### config.mk
export PLATFORM = sky130hd
export DESIGN_NAME = rc_frame_decoder_failsafe
export DESIGN_NICKNAME = d
export VERILOG_FILES = /design/src/design/rcfd_pkg.sv /design/src/design/rcfd_front.sv /design/src/design/rcfd_back.sv /design/src/design/rc_frame_decoder_failsafe.sv
export SDC_FILE = /design/constraint.sdc
export NUM_CORES = 1
export LEC_CHECK = 0
export BUFFER_PORTS_ARGS = -buffer_cell sky130_fd_sc_hd__buf_4
export CORE_ASPECT_RATIO = 0.7
export CORE_MARGIN = 5
export CORE_UTILIZATION = 40
export CTS_CLUSTER_DIAMETER = 150
export DETAILED_ROUTE_END_ITERATION = 10
export GPL_TIMING_DRIVEN = 0
export SYNTH_ARGS = -nofsm -noshare
export SYNTH_HDL_FRONTEND = slang
export SYNTH_SLANG_ARGS = --single-unit
### constraint.sdc
create_clock -name clk -period 20 [get_ports clk]
set_input_delay 1 -clock clk [delete_from_list [all_inputs] [get_ports clk]]
set_output_delay 1 -clock clk [all_outputs]
set_load 0.05 [all_outputs]
### src/design/rcfd_pkg.sv
// ----------------------------------------------------------------------------
// Remote-control frame decoder package
// Shared types and constants for the frame decoder with failsafe.
// ----------------------------------------------------------------------------
`default_nettype none

package rcfd_pkg;

  // Frame store geometry.
  localparam int FRAME_BYTES = 18;
  localparam int IDX_W       = $clog2(FRAME_BYTES + 1);

  // Field widths.
  localparam int STICK_W = 11;
  localparam int SW_W    = 2;
  localparam int WORD_W  = 16;
  localparam int TMO_W   = 8;
  localparam int CFG_W   = 16;
  localparam int CFGI_W  = 2;

  // Input command codes.
  localparam logic CMD_BYTE = 1'b0;
  localparam logic CMD_TICK = 1'b1;

  // Configuration register indexes.
  localparam logic [CFGI_W-1:0] CFG_TIMEOUT_RELOAD = 2'd0;
  localparam logic [CFGI_W-1:0] CFG_NEUTRAL_VALUE  = 2'd1;
  localparam logic [CFGI_W-1:0] CFG_FEEDER_STEP    = 2'd2;

  // Configuration reset values.
  localparam logic [TMO_W-1:0]   RST_TIMEOUT_RELOAD = 8'd10;
  localparam logic [STICK_W-1:0] RST_NEUTRAL_VALUE  = 11'd1024;
  localparam logic [WORD_W-1:0]  RST_FEEDER_STEP    = 16'd49152;

  // Switch positions of interest.
  localparam logic [SW_W-1:0] SW_POS_MID  = 2'd2;
  localparam logic [SW_W-1:0] SW_POS_SAFE = 2'd3;

  // Kind of work handed from the front to the back.
  typedef enum logic {
    JOB_FRAME = 1'b0,
    JOB_TICK  = 1'b1
  } job_kind_t;

  // Configuration register set.
  typedef struct packed {
    logic [TMO_W-1:0]   timeout_reload;
    logic [STICK_W-1:0] neutral_value;
    logic [WORD_W-1:0]  feeder_step;
  } cfg_t;

  // Decoded frame or tick request from the front.
  typedef struct packed {
    job_kind_t          kind;
    logic [STICK_W-1:0] stick0;
    logic [STICK_W-1:0] stick1;
    logic [STICK_W-1:0] stick2;
    logic [STICK_W-1:0] stick3;
    logic [SW_W-1:0]    sw1;
    logic [SW_W-1:0]    sw2;
    logic [WORD_W-1:0]  mouse_x;
    logic [WORD_W-1:0]  mouse_y;
    logic [WORD_W-1:0]  mouse_z;
    logic [WORD_W-1:0]  buttons;
    logic [WORD_W-1:0]  keys;
  } job_t;

  // One result request.
  typedef struct packed {
    logic [STICK_W-1:0] stick0;
    logic [STICK_W-1:0] stick1;
    logic [STICK_W-1:0] stick2;
    logic [STICK_W-1:0] stick3;
    logic [3:0]         switches;
    logic [WORD_W-1:0]  mouse_x;
    logic [WORD_W-1:0]  mouse_y;
    logic [WORD_W-1:0]  mouse_z;
    logic [WORD_W-1:0]  buttons;
    logic [WORD_W-1:0]  keys;
    logic [WORD_W-1:0]  feeder;
    logic               friction;
  } res_t;

endpackage

`default_nettype wire

### src/design/rcfd_front.sv
// ----------------------------------------------------------------------------
// Frame decoder front end
// Stores received bytes, unpacks complete frames and queues frame and tick
// requests for the back end in a two-entry queue.
// ----------------------------------------------------------------------------
`default_nettype none

module rcfd_front (
  input  wire logic          clk,
  input  wire logic          rst_n,
  input  wire logic          in_push,
  output logic               in_full,
  input  wire logic          in_cmd,
  input  wire logic [7:0]    in_data_byte,
  input  wire logic          in_frame_end,
  output logic               job_valid,
  output rcfd_pkg::job_t     job,
  input  wire logic          job_pop
);
  import rcfd_pkg::*;

  logic [7:0]       store_r   [FRAME_BYTES];
  logic [7:0]       store_nxt [FRAME_BYTES];
  logic [IDX_W-1:0] idx_r, idx_nxt;
  logic             accept;
  logic             job_push;
  logic             do_pop;
  job_t             dec;
  job_t             jq_r [2];
  logic             jq_wr_r, jq_rd_r;
  logic [1:0]       jq_cnt_r;

  assign accept   = in_push && !in_full;
  assign job_push = accept && ((in_cmd == CMD_TICK) || in_frame_end);
  assign do_pop   = job_pop && job_valid;

  // Byte storage with a saturating index that clears at frame end.
  always_comb begin
    idx_nxt = idx_r;
    for (int k = 0; k < FRAME_BYTES; k++) begin
      store_nxt[k] = store_r[k];
    end
    if (accept && (in_cmd == CMD_BYTE)) begin
      if (idx_r < IDX_W'(FRAME_BYTES)) begin
        store_nxt[idx_r[IDX_W-1:0]] = in_data_byte;
        idx_nxt = idx_r + 1'b1;
      end
      if (in_frame_end) begin
        idx_nxt = '0;
      end
    end
  end

  always_ff @(posedge clk) begin
    if (!rst_n) begin
      idx_r <= '0;
      for (int k = 0; k < FRAME_BYTES; k++) begin
        store_r[k] <= '0;
      end
    end else begin
      idx_r <= idx_nxt;
      for (int k = 0; k < FRAME_BYTES; k++) begin
        store_r[k] <= store_nxt[k];
      end
    end
  end

  // Unpack the frame, including the byte arriving this cycle.
  always_comb begin
    dec.kind    = (in_cmd == CMD_TICK) ? JOB_TICK : JOB_FRAME;
    dec.stick0  = {store_nxt[1][2:0], store_nxt[0]};
    dec.stick1  = {store_nxt[2][5:0], store_nxt[1][7:3]};
    dec.stick2  = {store_nxt[4][0], store_nxt[3], store_nxt[2][7:6]};
    dec.stick3  = {store_nxt[5][3:0], store_nxt[4][7:1]};
    dec.sw1     = store_nxt[5][7:6];
    dec.sw2     = store_nxt[5][5:4];
    dec.mouse_x = {store_nxt[7], store_nxt[6]};
    dec.mouse_y = {store_nxt[9], store_nxt[8]};
    dec.mouse_z = {store_nxt[11], store_nxt[10]};
    dec.buttons = {store_nxt[13], store_nxt[12]};
    dec.keys    = {store_nxt[15], store_nxt[14]};
  end

  // Request queue toward the back end.
  always_ff @(posedge clk) begin
    if (!rst_n) begin
      jq_wr_r  <= 1'b0;
      jq_rd_r  <= 1'b0;
      jq_cnt_r <= 2'd0;
    end else begin
      if (job_push) begin
        jq_wr_r <= ~jq_wr_r;
      end
      if (do_pop) begin
        jq_rd_r <= ~jq_rd_r;
      end
      if (job_push && !do_pop) begin
        jq_cnt_r <= jq_cnt_r + 2'd1;
      end else if (!job_push && do_pop) begin
        jq_cnt_r <= jq_cnt_r - 2'd1;
      end
    end
  end

  always_ff @(posedge clk) begin
    if (job_push) begin
      jq_r[jq_wr_r] <= dec;
    end
  end

  assign in_full   = (jq_cnt_r == 2'd2);
  assign job_valid = (jq_cnt_r != 2'd0);
  assign job       = jq_r[jq_rd_r];

endmodule

`default_nettype wire

### src/design/rcfd_back.sv
// ----------------------------------------------------------------------------
// Frame decoder back end
// Holds the decoded controls, failsafe counter and feeder angle, and queues
// result requests in a two-entry output queue.
// ----------------------------------------------------------------------------
`default_nettype none

module rcfd_back (
  input  wire logic          clk,
  input  wire logic          rst_n,
  input  wire rcfd_pkg::cfg_t cfg,
  input  wire logic          job_valid,
  input  wire rcfd_pkg::job_t job,
  output logic               job_pop,
  output logic               out_empty,
  input  wire logic          out_pop,
  output rcfd_pkg::res_t     res
);
  import rcfd_pkg::*;

  logic [STICK_W-1:0] st0_r, st1_r, st2_r, st3_r;
  logic [STICK_W-1:0] st0_nxt, st1_nxt, st2_nxt, st3_nxt;
  logic [SW_W-1:0]    sw1_r, sw2_r, sw1_nxt, sw2_nxt;
  logic [WORD_W-1:0]  mx_r, my_r, mz_r, btn_r, key_r;
  logic [WORD_W-1:0]  mx_nxt, my_nxt, mz_nxt, btn_nxt, key_nxt;
  logic [WORD_W-1:0]  feed_r, feed_nxt;
  logic [TMO_W-1:0]   tmo_r, tmo_nxt, tmo_dec;
  logic               fric;
  logic               do_out_pop;
  res_t               res_nxt;
  res_t               oq_r [2];
  logic               oq_wr_r, oq_rd_r;
  logic [1:0]         oq_cnt_r;

  assign do_out_pop = out_pop && !out_empty;
  assign job_pop    = job_valid && ((oq_cnt_r != 2'd2) || do_out_pop);
  assign tmo_dec    = (tmo_r == '0) ? '0 : tmo_r - 1'b1;

  // Apply a frame or a tick to the held state.
  always_comb begin
    st0_nxt  = st0_r;
    st1_nxt  = st1_r;
    st2_nxt  = st2_r;
    st3_nxt  = st3_r;
    sw1_nxt  = sw1_r;
    sw2_nxt  = sw2_r;
    mx_nxt   = mx_r;
    my_nxt   = my_r;
    mz_nxt   = mz_r;
    btn_nxt  = btn_r;
    key_nxt  = key_r;
    feed_nxt = feed_r;
    tmo_nxt  = tmo_r;
    fric     = 1'b0;
    if (job.kind == JOB_TICK) begin
      tmo_nxt = tmo_dec;
      if (tmo_dec == '0) begin
        st0_nxt = cfg.neutral_value;
        st1_nxt = cfg.neutral_value;
        st2_nxt = cfg.neutral_value;
        st3_nxt = cfg.neutral_value;
        sw1_nxt = SW_POS_SAFE;
        sw2_nxt = SW_POS_SAFE;
      end
    end else begin
      st0_nxt = job.stick0;
      st1_nxt = job.stick1;
      st2_nxt = job.stick2;
      st3_nxt = job.stick3;
      sw1_nxt = job.sw1;
      sw2_nxt = job.sw2;
      mx_nxt  = job.mouse_x;
      my_nxt  = job.mouse_y;
      mz_nxt  = job.mouse_z;
      btn_nxt = job.buttons;
      key_nxt = job.keys;
      tmo_nxt = cfg.timeout_reload;
      fric    = (job.sw1 == SW_POS_MID);
      // Trigger edge: switch two moves from the safe to the middle position.
      if ((sw2_r == SW_POS_SAFE) && (job.sw2 == SW_POS_MID)) begin
        feed_nxt = feed_r + cfg.feeder_step;
      end
    end
  end

  always_ff @(posedge clk) begin
    if (!rst_n) begin
      st0_r  <= '0;
      st1_r  <= '0;
      st2_r  <= '0;
      st3_r  <= '0;
      sw1_r  <= '0;
      sw2_r  <= '0;
      mx_r   <= '0;
      my_r   <= '0;
      mz_r   <= '0;
      btn_r  <= '0;
      key_r  <= '0;
      feed_r <= '0;
      tmo_r  <= '0;
    end else if (job_pop) begin
      st0_r  <= st0_nxt;
      st1_r  <= st1_nxt;
      st2_r  <= st2_nxt;
      st3_r  <= st3_nxt;
      sw1_r  <= sw1_nxt;
      sw2_r  <= sw2_nxt;
      mx_r   <= mx_nxt;
      my_r   <= my_nxt;
      mz_r   <= mz_nxt;
      btn_r  <= btn_nxt;
      key_r  <= key_nxt;
      feed_r <= feed_nxt;
      tmo_r  <= tmo_nxt;
    end
  end

  // Assemble the result from the updated state.
  always_comb begin
    res_nxt.stick0   = st0_nxt;
    res_nxt.stick1   = st1_nxt;
    res_nxt.stick2   = st2_nxt;
    res_nxt.stick3   = st3_nxt;
    res_nxt.switches = {sw1_nxt, sw2_nxt};
    res_nxt.mouse_x  = mx_nxt;
    res_nxt.mouse_y  = my_nxt;
    res_nxt.mouse_z  = mz_nxt;
    res_nxt.buttons  = btn_nxt;
    res_nxt.keys     = key_nxt;
    res_nxt.feeder   = feed_nxt;
    res_nxt.friction = fric;
  end

  // Output queue.
  always_ff @(posedge clk) begin
    if (!rst_n) begin
      oq_wr_r  <= 1'b0;
      oq_rd_r  <= 1'b0;
      oq_cnt_r <= 2'd0;
    end else begin
      if (job_pop) begin
        oq_wr_r <= ~oq_wr_r;
      end
      if (do_out_pop) begin
        oq_rd_r <= ~oq_rd_r;
      end
      if (job_pop && !do_out_pop) begin
        oq_cnt_r <= oq_cnt_r + 2'd1;
      end else if (!job_pop && do_out_pop) begin
        oq_cnt_r <= oq_cnt_r - 2'd1;
      end
    end
  end

  always_ff @(posedge clk) begin
    if (job_pop) begin
      oq_r[oq_wr_r] <= res_nxt;
    end
  end

  assign out_empty = (oq_cnt_r == 2'd0);
  assign res       = oq_r[oq_rd_r];

endmodule

`default_nettype wire

### src/design/rc_frame_decoder_failsafe.sv
// ----------------------------------------------------------------------------
// Remote-control frame decoder with failsafe
// Decodes receiver frames into stick, switch, mouse and key fields, and forces
// neutral controls when timer ticks arrive without frames.
//
//   Port group  Direction  Handshake       Contents
//   in_*        input      push / full     cmd, data_byte, frame_end
//   out_*       output     empty / pop     decoded controls, feeder angle
//   cfg_*       input      cfg_we          timeout, neutral value, feeder step
//
// One request is accepted every cycle while in_full is low; a frame end or
// tick reaches the result ports through the front queue and then the output
// queue, and waits in the front queue while the output queue is full.
// Both queues hold two requests, so full rises only after the output side
// has stalled long enough to fill them. Reset is synchronous; there is no
// clearing pass.
// ----------------------------------------------------------------------------
`default_nettype none

module rc_frame_decoder_failsafe (
  input  wire logic                           clk,
  input  wire logic                           rst_n,
  input  wire logic                           in_push,
  output logic                                in_full,
  input  wire logic                           in_cmd,
  input  wire logic [7:0]                     in_data_byte,
  input  wire logic                           in_frame_end,
  output logic                                out_empty,
  input  wire logic                           out_pop,
  output logic [rcfd_pkg::STICK_W-1:0]        out_stick0,
  output logic [rcfd_pkg::STICK_W-1:0]        out_stick1,
  output logic [rcfd_pkg::STICK_W-1:0]        out_stick2,
  output logic [rcfd_pkg::STICK_W-1:0]        out_stick3,
  output logic [3:0]                          out_switches,
  output logic signed [rcfd_pkg::WORD_W-1:0]  out_mouse_x,
  output logic signed [rcfd_pkg::WORD_W-1:0]  out_mouse_y,
  output logic signed [rcfd_pkg::WORD_W-1:0]  out_mouse_z,
  output logic [rcfd_pkg::WORD_W-1:0]         out_mouse_buttons,
  output logic [rcfd_pkg::WORD_W-1:0]         out_key_bits,
  output logic [rcfd_pkg::WORD_W-1:0]         out_feeder_angle,
  output logic                                out_friction_start,
  input  wire logic                           cfg_we,
  input  wire logic [rcfd_pkg::CFGI_W-1:0]    cfg_index,
  input  wire logic [rcfd_pkg::CFG_W-1:0]     cfg_data
);
  import rcfd_pkg::*;

  cfg_t cfg_r;
  logic job_valid;
  logic job_pop;
  job_t job;
  res_t res;

  // Configuration registers; writes to unused indexes are dropped.
  always_ff @(posedge clk) begin
    if (!rst_n) begin
      cfg_r.timeout_reload <= RST_TIMEOUT_RELOAD;
      cfg_r.neutral_value  <= RST_NEUTRAL_VALUE;
      cfg_r.feeder_step    <= RST_FEEDER_STEP;
    end else if (cfg_we) begin
      case (cfg_index)
        CFG_TIMEOUT_RELOAD: cfg_r.timeout_reload <= cfg_data[TMO_W-1:0];
        CFG_NEUTRAL_VALUE:  cfg_r.neutral_value  <= cfg_data[STICK_W-1:0];
        CFG_FEEDER_STEP:    cfg_r.feeder_step    <= cfg_data[WORD_W-1:0];
        default: begin
        end
      endcase
    end
  end

  // Byte capture and frame unpacking.
  rcfd_front u_front (
    .clk          (clk),
    .rst_n        (rst_n),
    .in_push      (in_push),
    .in_full      (in_full),
    .in_cmd       (in_cmd),
    .in_data_byte (in_data_byte),
    .in_frame_end (in_frame_end),
    .job_valid    (job_valid),
    .job          (job),
    .job_pop      (job_pop)
  );

  // State update, failsafe and result queue.
  rcfd_back u_back (
    .clk       (clk),
    .rst_n     (rst_n),
    .cfg       (cfg_r),
    .job_valid (job_valid),
    .job       (job),
    .job_pop   (job_pop),
    .out_empty (out_empty),
    .out_pop   (out_pop),
    .res       (res)
  );

  // Result fields.
  assign out_stick0         = res.stick0;
  assign out_stick1         = res.stick1;
  assign out_stick2         = res.stick2;
  assign out_stick3         = res.stick3;
  assign out_switches       = res.switches;
  assign out_mouse_x        = res.mouse_x;
  assign out_mouse_y        = res.mouse_y;
  assign out_mouse_z        = res.mouse_z;
  assign out_mouse_buttons  = res.buttons;
  assign out_key_bits       = res.keys;
  assign out_feeder_angle   = res.feeder;
  assign out_friction_start = res.friction;

endmodule

`default_nettype wire

---- Word level (Yosys, flattened, before mapping) ----
Memories as Yosys holds them, arrays and structs flattened. A register that Yosys moved wholly into a read port is not among the register bits.
Cells that the tools add are included.
word-level totals
  flip-flop bits (word level) ............. 200
  RAM bits ................................ 692
  input bits .............................. 33
  word-level logic and storage cells ...... 161
  memories kept ........................... 3
operators by class
  add/subtract/negate cells ............... 7
  $lt $le $gt $ge ......................... 3
  eq/ne operators ......................... 7
  mux-type cells .......................... 62
  bitwise logic cells ..................... 24
  reductions and logical operators ........ 32
memory list
  memory           depth  bits a word  rd ports  clocked after memory_dff  wr ports  line              source
  u_back.oq_r      2      145          1         1                         1         rcfd_back.sv:31   res_t oq_r [2];
  u_front.jq_r     2      129          1         1                         1         rcfd_front.sv:29  job_t jq_r [2];
  u_front.store_r  18     8            18        0                         18        rcfd_front.sv:22  logic [7:0] store_r [FRAME_BYTES];
operators with widths
  cell                   count
  $mux W144              2
  $mux W8                21
  $bwmux W144            1
  $mux W16               7
  $mux W11               8
  $demux W8 S5           1
  $or A1 B1 Y1           18
  $add A16 B16 Y16       1
  $logic_not A8 Y1       2
  $mux W2                8
  $logic_and A1 B1 Y1    12
  $mux W1                12
  $eq A2 B2 Y1 const B   5
  $mux W5                2
  $reduce_and A2 Y1      4
  $reduce_bool A2 Y1     4
  $sub A8 B1 Y8 const B  1
  $ge A6 B6 Y1 const B   1
  $logic_not A1 Y1       6
  $lt A6 B1 Y1 const B   1
  $not A5 Y6             1
  $add A5 B1 Y5 const B  1
  $lt A5 B5 Y1 const B   1
  $not A1 Y1             5
  6 further kinds        10

---- Logic depth before layout (Yosys ltp) ----
Gate-level depths: netlist of the first run.
  depth after elaboration ................. 9
  gate-level depth with buffers ........... 11
  depth with buffers taken out ............ 8

---- Hierarchy ----
From an unflattened synthesis of the first run, not the netlist that was laid out.
unflattened totals
  cell total of the unflattened synthesis .. 2543
  area total of the unflattened synthesis .. 35476.5 um^2
modules (own cells, without submodules)
  module                     times used  cells each  area each (um^2)  seq. area each (um^2)
  rcfd_back                  1           1503        19013.2           11851.4
  rcfd_front                 1           903         15107.0           10510.1
  rc_frame_decoder_failsafe  1           137         1356.3            700.7

---- Worst setup path after synthesis of the first run ----
No wires, ideal clock.
  path kind ............................... input to register
  start point ............................. input out_pop
  end point ............................... memory u_back.oq_r[0][0] in the netlist's numbering (enable)
  library setup time ...................... 652 ps
  data arrival time ....................... 7802 ps
  data required time ...................... 19348 ps
  path slack .............................. 11546 ps
  cell stages on the path ................. 6
  cells stage by stage .................... o32a_1 -> buf_2 -> inv_2 -> clkbuf_1 -> clkbuf_1 -> nor2_1
on the way
  word-level cells in the longest chain between the ends .. 5
RTL lines
  what                           line                             source
  start: declaration             rc_frame_decoder_failsafe.sv:29  input wire logic out_pop,
  $logic_and A1 B1 Y1            rcfd_back.sv:35                  assign do_out_pop = out_pop && !out_empty;
  $logic_or A1 B1 Y1             rcfd_back.sv:36                  assign job_pop = job_valid && ((oq_cnt_r != 2'd2) || do_out_pop);
  $logic_and A1 B1 Y1            rcfd_back.sv:36
  $mux W1                        rcfd_back.sv:156                 if (job_pop) begin
  $mux W1 (not written as such)  rcfd_back.sv:157                 oq_r[oq_wr_r] <= res_nxt;
  end: declaration               rcfd_back.sv:31
No other way between the ends.

==> results of run 1 <==
## worst max-delay path, cell delays in order (launching register included)
cell	delay, ps
dfxtp_1	300
clkbuf_1	950
clkbuf_1	850
clkbuf_1	860
mux2_2	490
buf_4	210
## area by class of cell
class,instances,area share [%]
antenna,1,0.006113
buffer,156,1.562
clock buffer,124,6.184
clock inverter,35,0.5349
inverter,12,0.1100
multi-input combinational,1606,27.68
sequential,878,56.34
tap,1150,3.515
timing repair buffer,193,4.071
## kinds of logic (layout without fill, tap and decap cells)
family / Yosys count / count (layout)
other cells: 0 / 1
xor+xnor: 23 / 23
fa+ha+maj: 24 / 24
mux: 500 / 500
buf+inv: 168 / 520
simple gates: 704 / 704
compound gates: 355 / 355
flops: 878 / 878
## worst max path at each step
stage	cells past startpoint	to
2_1_floorplan	6	u_back.oq_r[0][0]$_DFFE_PP_
3_3_place_gp	7	u_back.oq_r[0][74]$_DFFE_PP_
3_5_place_dp	5	out_switches[1]
4_1_cts	5	out_switches[1]
5_1_grt	5	out_switches[1]
6_report	5	out_switches[1]
## state kept, by name, indices dropped and copies added, names as in the netlist, named ones only
signal and count:
cfg_r 35, u_back.btn_r 16, u_back.feed_r 16, u_back.key_r 16
u_back.mx_r 16, u_back.my_r 16, u_back.mz_r 16, u_back.oq_cnt_r 2
u_back.oq_r 290, u_back.oq_rd_r 1, u_back.oq_wr_r 1, u_back.st0_r 11
u_back.st1_r 11, u_back.st2_r 11, u_back.st3_r 11, u_back.sw1_r 2
u_back.sw2_r 2, u_back.tmo_r 8, u_front.idx_r 5, u_front.jq_cnt_r 2
u_front.jq_r 258, u_front.jq_rd_r 1, u_front.jq_wr_r 1, u_front.store_r 128
## metal layers
layer	share of wire (%)	GRT usage (%)	vias to the layer above
li1	-	-	10150
met1	47	26.96	10900
met2	45	28.87	628
met3	5.6	3.151	144
met4	2.7	5.577	2
met5	0.017	0	-
## power by group through the flow
stage          clock [uW]  combinational (uW)  sequential, uW
6_report             1570                2560            2560
5_1_grt              1690                2720            2590
4_1_cts              1610                2590            2560
3_5_place_dp            0                2580            2600
3_3_place_gp            0                2490            2670
2_1_floorplan           0                1740            2600
## stage by stage
| stage | instance area (sq um) | setup WS (ps) | utilization (%) | std cells |
|---|---|---|---|---|
| 2_1_floorplan | 35060 | 11550 | - | 2652 |
| 3_3_place_gp | 37830 | 6280 | 43.69 | 3980 |
| 3_5_place_dp | 38180 | 15250 | 44.09 | 3995 |
| 4_1_cts | 40930 | 14530 | 47.27 | 4154 |
| 5_1_grt | 40930 | 14590 | 47.27 | 4154 |
| 6_report | 40930 | 14680 | 47.27 | 4155 |
## cells in the final DEF (no fill, tap or decap), types with 6 or more instances in the layout
master,Yosys,final
edfxtp_1,548,548
dfxtp_1,330,330
nand2_1,293,293
mux2_2,278,278
mux2i_1,222,222
nor2_1,192,191
buf_4,2,180
and2_1,133,131
clkbuf_1,110,130
o21ai_0,109,109
a21oi_1,91,91
clkbuf_16,0,91
o211ai_1,48,48
a21boi_0,35,35
buf_2,30,30
ha_1,23,23
clkinv_2,0,18
xor2_1,16,16
nor2_2,16,16
clkbuf_8,0,13
buf_1,12,12
o21ai_1,11,11
and4_1,11,11
nand3_1,11,11
buf_12,0,11
nor3_1,10,10
inv_1,10,10
a21boi_1,10,10
clkinv_1,1,10
a211oi_1,9,9
xnor2_1,7,7
o21a_1,6,6
or3_1,6,6
==> results.sh, run 1 <==
export IMPL_cts_buffers=86
export IMPL_min_period_ps=5320
export IMPL_htree_num_levels=3
export IMPL_drt_total_wl_mm=89.64
export IMPL_cts_sinks=878
export IMPL_grt_pass1_vias=21610
export IMPL_p_per_area_mw_per_mm2=163.4
export IMPL_timing_fmax_mhz=188.0
export IMPL_multi_input_area_sq_mm=0.01133
export IMPL_die_w_microns=363.8
export IMPL_root_buffer="clkbuf_16"
export IMPL_yosys_area_share_xor_xnor_pct=0.5746
export IMPL_synthCells=2652
export IMPL_synth_fa_ha_area_share_pct=0.8780
export IMPL_p_clk_share_pct=23.4
export IMPL_finalPower_uw=6691
export IMPL_end_kind="output pin"
export IMPL_nets=2990
export IMPL_max_cap_violations=0
export IMPL_cts_hold_buffers=0
export IMPL_whs_path_depth=2
export IMPL_fp_dieArea_sq_mm=0.09375
export IMPL_grt_max_degree=51
export IMPL_cts_setup_buffers=0
export IMPL_clk_path_buf_depth=3
export IMPL_ioPinCount=180
export IMPL_synth_common_cells="edfxtp_1 (548), dfxtp_1 (330), nand2_1 (293)"
export IMPL_startpoint_type="register"
export IMPL_peakVddDrop_uv=92.13
export IMPL_hold_ws_ps=482.3
export IMPL_ys_warn_count=0
export IMPL_synth_top_cell_by_area="edfxtp_1"
export IMPL_drc=0
export IMPL_ant_nets=0
export IMPL_reg2reg_slack_ps=16120
export IMPL_finalSetupViolCount=0
export IMPL_r2r_start="u_back.oq_cnt_r[0]$_SDFFE_PN0P_"
export IMPL_drtIter0Drc=1614
export IMPL_grt_pass1_wl_mm=133.1
export IMPL_regToRegEndpoint="u_back.oq_r[1][76]$_DFFE_PP_"
export IMPL_path_clk_slew_ps=60
export IMPL_cp_data_required_time_ps=19000
export IMPL_grt_usage_pct=18.63
export IMPL_relSlewSlack_pct=12.37
export IMPL_synth_simple_area_share_pct=9.273
export IMPL_synth_compound_area_share_pct=6.267
export IMPL_p_int_uw=4109
export IMPL_routedWlPerCell_microns=21.57
export IMPL_critPathKind="register to output pin"
export IMPL_hp_start="cfg_r[0]$_SDFFE_PN0P_"
export IMPL_antenna_found_initial=5
export IMPL_status="completed"
export IMPL_fin_setup_tns_ps=0
export IMPL_finClkSkew_ps=17.82
export IMPL_seq_power_share_pct=38.2
export IMPL_synth_mux_area_share_pct=15.27
export IMPL_place_gp_congestion=0.8271
export IMPL_synthesis_area_sq_mm=0.03506
export IMPL_viasPerCell=5.252
export IMPL_post_cts_resize_count=0
export IMPL_hold_viol=0
export IMPL_p_comb_share_pct=38.3
export IMPL_syn_avg_cell_area_sq_um=13.22
export IMPL_core_area_sq_mm=0.08660
export IMPL_r2r_cells=7
export IMPL_hold_end="cfg_r[0]$_SDFFE_PN0P_"
export IMPL_crit_path_max_fanout=10
export IMPL_synth_edf_count=548
export IMPL_netlist_area_leader_share_pct=46.94
export IMPL_ys_dominant_reg_cell="edfxtp_1"
export IMPL_async_flop_share_pct=0
export IMPL_ys_seq_area_share_pct=65.79
export IMPL_ys_types=71
export IMPL_power_leakage_uw=0.01487
export IMPL_first_pass_iters=5
export IMPL_finalMaxSlewViolations=0
export IMPL_n_fill_cell=7585
export IMPL_cp_arrival_ps=4320
export IMPL_die_h_microns=257.7
export IMPL_area_growth_pct=16.77
export IMPL_vias=21820
export IMPL_finalCritPeriodShare_pct=26.60
export IMPL_rsz0062_at_grt="no"
export IMPL_p_sw_share_pct=38.58
export IMPL_start_util_pct=40.48
export IMPL_tightestPinTransition_ps=1315
export IMPL_overflow=0
export IMPL_drive_gt1_share_pct=22.30
export IMPL_synth_top_family_by_area="multiplexers"
export IMPL_p_switching_uw=2581
export IMPL_clk_insertion_delay_late_ps=640
export IMPL_synth_seq_cells=878
export IMPL_port_buffers=178
export IMPL_synth_most_common_cell="edfxtp_1"
export IMPL_syn_nets=2709
export IMPL_placementRows=90
export IMPL_post_dp_hpwl_mm=62.71
export IMPL_min_path_type="register to register"
export IMPL_register_area_sq_mm=0.02306
export IMPL_cts_tree="built"
export IMPL_synth_area_leaders="edfxtp_1 (47%), dfxtp_1 (19%), mux2_2 (8.9%), mux2i_1 (6.3%), nand2_1 (3.1%)"
(Power assumes the default switching activity.)
==> inputs of run 2 (changes only) <==
Clock period 20 ns to 4.8 ns, I/O delays scaled along.
==> run 2 against run 1 <==
Compared with the run above: sequential share of layout area shrank 0.52 points; total power grew to 4.2 times the previous value; routed wire length shrank 0.70%; critical path depth is the same; first-iteration DRC count grew 17%; sequential power grew to 4.2 times the previous value; final cell count grew 0.60%; core utilization grew 0.44 points; count of clock-buffer cells in the layout grew 4; largest power group is now combinational cells.
==> results.sh, run 2 (synthesized netlist as in run 1, its figures left out) <==
export IMPL_status="completed"
export IMPL_p_int_uw=17420
export IMPL_critPathSlowestCell="clkbuf_1"
export IMPL_start_util_pct=40.48
export IMPL_met2_usage_pct=28.91
export IMPL_largest_reg_flops=290
export IMPL_p_comb_share_pct=38.1
export IMPL_port_buffers=178
export IMPL_grt_max_degree=51
export IMPL_grtUsageMet1_pct=26.82
export IMPL_viasPerCell=5.210
export IMPL_crit_chain="clkbuf_1 -> clkbuf_1 -> clkbuf_1 -> mux2_2 -> buf_4"
export IMPL_end_kind="output pin"
export IMPL_n_fill_cell=7569
export IMPL_crit_path_max_fanout=10
export IMPL_critPathKind="register to output pin"
export IMPL_finalMaxSlewViolations=0
export IMPL_htree_num_levels=3
export IMPL_seq_power_share_pct=37.8
export IMPL_power_leakage_uw=0.01503
export IMPL_multi_input_area_sq_mm=0.01133
export IMPL_hold_ws_ps=75.59
export IMPL_nets=3014
export IMPL_top_register="u_back.oq_r"
export IMPL_overflow=0
export IMPL_timing_fmax_mhz=218.2
export IMPL_antenna_found_initial=3
export IMPL_whs_path_depth=2
export IMPL_die_h_microns=257.7
export IMPL_cp_data_required_time_ps=4560
export IMPL_die_w_microns=363.8
export IMPL_ant_nets=0
export IMPL_final_cell_mix="edfxtp_1 (548), dfxtp_1 (330), nand2_1 (293)"
export IMPL_final_util_pct=47.71
export IMPL_placementRows=90
export IMPL_cpMostUsedCell="clkbuf_1"
export IMPL_finalCritPeriodShare_pct=95.47
export IMPL_drive_gt1_share_pct=22.15
export IMPL_p_switching_uw=10800
export IMPL_finClkSkew_ps=22.67
export IMPL_tightestPinTransition_ps=1402
export IMPL_num_antenna_cells=0
export IMPL_max_cap_violations=0
export IMPL_slowest_delay_ps=1020
export IMPL_post_cts_resize_count=0
export IMPL_path_delay_family="buffers and inverters"
export IMPL_root_buffer="clkbuf_16"
export IMPL_rsz0062_at_grt="no"
export IMPL_grt_usage_pct=18.53
export IMPL_grt_busiest_layer="met2"
export IMPL_fin_ws_ps=217.3
export IMPL_fin_cells=4180
export IMPL_mostFrequentLayoutCell="edfxtp_1"
export IMPL_cts_buffers=88
export IMPL_drtIter0Drc=1889
export IMPL_largestRegisters="u_back.oq_r (290), u_front.jq_r (258), u_front.store_r (128)"
export IMPL_hold_viol=0
export IMPL_cp_arrival_ps=4340
export IMPL_p_clk_share_pct=24.1
export IMPL_routedWlPerCell_microns=21.29
export IMPL_cts_sinks=878
export IMPL_ioPinCount=180
export IMPL_cp_depth=5
export IMPL_placedCellCount=3996
export IMPL_cts_tree="built"
export IMPL_register_area_sq_mm=0.02306
export IMPL_met3_usage_pct=3.317
export IMPL_core_area_sq_mm=0.08660
export IMPL_clk_path_buf_depth=3
export IMPL_fin_setup_tns_ps=0
export IMPL_peakVddDrop_uv=357.2
export IMPL_p_per_area_mw_per_mm2=682.8
export IMPL_clk_insertion_delay_late_ps=650
export IMPL_relSlewSlack_pct=6.513
export IMPL_startpoint_type="register"
export IMPL_grt_pass1_wl_mm=131.6
export IMPL_r2r_cells=10
export IMPL_min_path_type="input pin to register"
export IMPL_first_pass_iters=6
export IMPL_drt_total_wl_mm=89.01
export IMPL_path_clk_slew_ps=60
export IMPL_finalSetupViolCount=0
export IMPL_place_gp_congestion=0.8321
export IMPL_grt_pass1_vias=21520
export IMPL_p_sw_share_pct=38.27
export IMPL_dp_worst_setup_slack_ps=843.7
export IMPL_fp_dieArea_sq_mm=0.09375
export IMPL_post_dp_hpwl_mm=62.31
export IMPL_area_growth_pct=17.86
export IMPL_crit_buf_inv=4
export IMPL_vias=21780
export IMPL_min_period_ps=4583
export IMPL_drc=0
## run 2: changes by cell type in the layout (fill, tap and decap cells not counted), moves of 3 or more
cell / before / now
clkbuf_1: 130 / 133
bufinv_16: 1 / 5
clkinv_2: 18 / 14
buf_12: 11 / 8
dlygate4sd3_1: 0 / 21
buf_16: 4 / 8
## run 2: layer usage
layer / routed length, microns / vias up
li1: - / 10190
met1: 41680 / 10870
met2: 40110 / 594
met3: 5232 / 127
met4: 1982 / 0
met5: 0 / -
## run 2: final cells by class
class	count	share of cell area [%]
Buffer	156	1.547
Tap cell	1150	3.483
Inverter	12	0.1090
Clock inverter	35	0.7722
Sequential cell	878	55.82
Timing Repair Buffer	215	4.664
Clock buffer	128	6.187
Multi-Input combinational cell	1606	27.42
## run 2: power by group through the flow
stage                     clock network [uW]  logic, uW  registers (uW)
after floorplan                            0       7250           10700
after global placement                     0      10400           10900
after CTS                               6960      10800           10700
after detailed placement                   0      10800           10800
after global routing                    7280      11400           10800
final                                   6810      10800           10700
## run 2: metrics by stage
step / power [uW] / instance area [sq um]
detailed placement: 21590 / 38230
global placement: 21280 / 37850
finish: 28210 / 41320
CTS: 28460 / 41320
floorplan: 17960 / 35070
global route: 29470 / 41320
## run 2: worst register-to-register path, stage by stage, from the launching register on
cell and delay (ps):
dfxtp_1 390, inv_1 60, o32a_1 310, buf_2 260, inv_2 250, clkbuf_1 580
clkbuf_1 800, nor2_4 300, buf_16 260, buf_16 170, buf_12 210
## run 2: path summary, 6_finish.rpt
path                                                 startpoint                       endpoint  slack, ps
worst min register to register            cfg_r[0]$_SDFFE_PN0P_          cfg_r[0]$_SDFFE_PN0P_        470
worst max-delay path                                   register                out_switches[0]        220
worst min-delay path                            in_data_byte[4]  u_front.jq_r[1][36]$_DFFE_PP_         80
worst max register to register  u_back.oq_cnt_r[1]$_SDFFE_PN0P_  u_back.oq_r[0][129]$_DFFE_PP_        920
## run 2: what timing repair did
item,in CTS,in global routing
hold buffers,21,0
buffers inserted,0,0
endpoints found under the hold margin,40,0
==> inputs of run 3 (changes only) <==
Settings changed: CORE_UTILIZATION 40 to 45.
==> run 3 against run 2 <==
Compared with the run above: core utilization grew 5.4 points; count of clock-buffer cells in the layout shrank 6; critical path depth is the same; clock skew shrank 5.5 ps; highest routed layer unchanged; flip-flop and latch count is the same; final cell count shrank 2.8%; fmax grew 12%; die area shrank 11%; register-to-register slack gained 70 ps; largest cell class unchanged; total power shrank 1.9%.
==> results.sh, run 3 (synthesized netlist as in run 1, its figures left out) <==
export IMPL_num_antenna_cells=0
export IMPL_htree_num_levels=3
export IMPL_grt_pass1_wl_mm=130.6
export IMPL_cts_tree="built"
export IMPL_multi_input_area_sq_mm=0.01133
export IMPL_path_delay_family="buffers and inverters"
export IMPL_fin_ws_ps=704.7
export IMPL_first_pass_iters=7
export IMPL_cpMostUsedCell="clkbuf_1"
export IMPL_register_area_sq_mm=0.02306
export IMPL_core_area_sq_mm=0.07711
export IMPL_r2r_start="u_back.oq_cnt_r[0]$_SDFFE_PN0P_"
export IMPL_p_per_area_mw_per_mm2=676.5
export IMPL_final_cell_mix="edfxtp_1 (548), dfxtp_1 (330), nand2_1 (293)"
export IMPL_finalSetupViolCount=0
export IMPL_n_fill_cell=6544
export IMPL_fin_setup_tns_ps=0
export IMPL_finalCritPeriodShare_pct=85.32
export IMPL_min_path_type="input pin to register"
export IMPL_clk_insertion_delay_late_ps=650
export IMPL_r2r_cells=6
export IMPL_ioPinCount=180
export IMPL_crit_buf_inv=4
export IMPL_post_dp_hpwl_mm=60.89
export IMPL_grt_max_degree=58
export IMPL_top_register="u_back.oq_r"
export IMPL_slowest_delay_ps=910
export IMPL_ant_nets=0
export IMPL_place_gp_congestion=0.8676
export IMPL_final_util_pct=53.08
export IMPL_cts_sinks=878
export IMPL_largestRegisters="u_back.oq_r (290), u_front.jq_r (258), u_front.store_r (128)"
export IMPL_mostFrequentLayoutCell="edfxtp_1"
export IMPL_overflow=0
export IMPL_placementRows=85
export IMPL_largest_reg_flops=290
export IMPL_grt_usage_pct=20.54
export IMPL_rsz0062_at_grt="no"
export IMPL_tightestPinTransition_ps=1258
export IMPL_path_clk_slew_ps=70
export IMPL_end_kind="output pin"
export IMPL_port_buffers=178
export IMPL_critPathKind="register to output pin"
export IMPL_dp_worst_setup_slack_ps=929.6
export IMPL_finalMaxSlewViolations=0
export IMPL_grt_pass1_vias=21760
export IMPL_timing_fmax_mhz=244.2
export IMPL_clk_path_buf_depth=3
export IMPL_crit_chain="clkbuf_1 -> clkbuf_1 -> clkbuf_1 -> mux2_2 -> buf_4"
export IMPL_drtIter0Drc=1537
export IMPL_viasPerCell=5.347
export IMPL_cts_buffers=85
export IMPL_nets=3008
export IMPL_vias=21740
export IMPL_min_period_ps=4095
export IMPL_area_growth_pct=16.75
export IMPL_finClkSkew_ps=17.20
export IMPL_root_buffer="clkbuf_16"
export IMPL_hold_end="u_front.jq_r[0][4]$_DFFE_PP_"
export IMPL_peakVddDrop_uv=377.4
export IMPL_power_leakage_uw=0.01491
export IMPL_cp_arrival_ps=3860
export IMPL_drt_total_wl_mm=87.37
export IMPL_startpoint_type="register"
export IMPL_routedWlPerCell_microns=21.49
export IMPL_hp_start="in_data_byte[4]"
export IMPL_antenna_found_initial=4
export IMPL_cp_data_required_time_ps=4560
export IMPL_hold_viol=0
export IMPL_reg2reg_slack_ps=990
export IMPL_whs_path_depth=2
export IMPL_critPathSlowestCell="clkbuf_1"
export IMPL_die_w_microns=343.6
export IMPL_regToRegEndpoint="u_back.oq_r[1][87]$_DFFE_PP_"
export IMPL_post_cts_resize_count=0
export IMPL_relSlewSlack_pct=16.10
export IMPL_status="completed"
export IMPL_fp_dieArea_sq_mm=0.08367
export IMPL_max_cap_violations=0
export IMPL_drc=0
export IMPL_die_h_microns=243.5
export IMPL_start_util_pct=45.47
export IMPL_crit_path_max_fanout=10
export IMPL_drive_gt1_share_pct=21.98
## run 3: cell types whose count changed in the layout (fill, tap and decap cells not counted)
cell           delta
buf_12            -1
buf_16            -1
bufinv_16         -3
clkbuf_1          +2
clkbuf_16         -4
clkbuf_8          -4
clkinv_1          -3
clkinv_2          +2
clkinv_8          +2
dlygate4sd3_1     -1
inv_16            -1
inv_6             +3
## run 3: metal layers
layer / global-route usage (%) / vias to the layer above / part of all wire (%)
li1: - / 10180 / -
met4: 5.119 / 0 / 2.2
met1: 28.91 / 10900 / 46
met3: 4.229 / 127 / 5.6
met2: 32.81 / 532 / 46
met5: 0 / - / 0
## run 3: per-stage QoR
step	instance area [sq um]	power (uW)	cells	hold WS, ps
final	40930	27690	4065	71.98
after global routing	40930	29000	4065	22.36
after CTS	40930	27980	4065	16.45
after detailed placement	38050	21470	3888	462.4
after global placement	37710	21180	3874	453.1
after floorplan	35070	17960	2652	338.9
## run 3: area by class of cell
cell class              instances  share of cell area [%]
flip-flops and latches        878                   56.35
multi-input cells            1606                   27.68
clock buffers                 122                   5.885
repair buffers                212                   4.567
well taps                    1044                   3.192
plain buffers                 156                   1.562
clock inverters                35                  0.6512
inverters                      12                  0.1101
## run 3: timing repair
item	CTS	global route
endpoints found under the hold margin	41	0
hold buffers	20	0
buffers inserted	0	0
## run 3: worst max-delay path by stage
stage / from / end / slack [ps] / depth (start not counted)
after global placement: u_front.jq_cnt_r[0]$_SDFFE_PN0P_ / u_front.jq_r[1][51]$_DFFE_PP_ / -1890 / 3
after CTS: register / out_mouse_x[15] / 490 / 5
after detailed placement: u_back.oq_cnt_r[0]$_SDFFE_PN0P_ / u_back.oq_r[1][87]$_DFFE_PP_ / 930 / 6
after floorplan: u_front.jq_cnt_r[1]$_SDFFE_PN0P_ / u_front.jq_r[1][0]$_DFFE_PP_ / 190 / 3
final: register / out_mouse_x[15] / 700 / 5
after global routing: register / out_mouse_x[15] / 460 / 5
## run 3: where the power goes
part	switching [uW]	internal, uW	leakage, uW
Sequential	532	10100	0.00789
Combinational	7310	3280	0.00571
Clock	2820	3620	0.00132
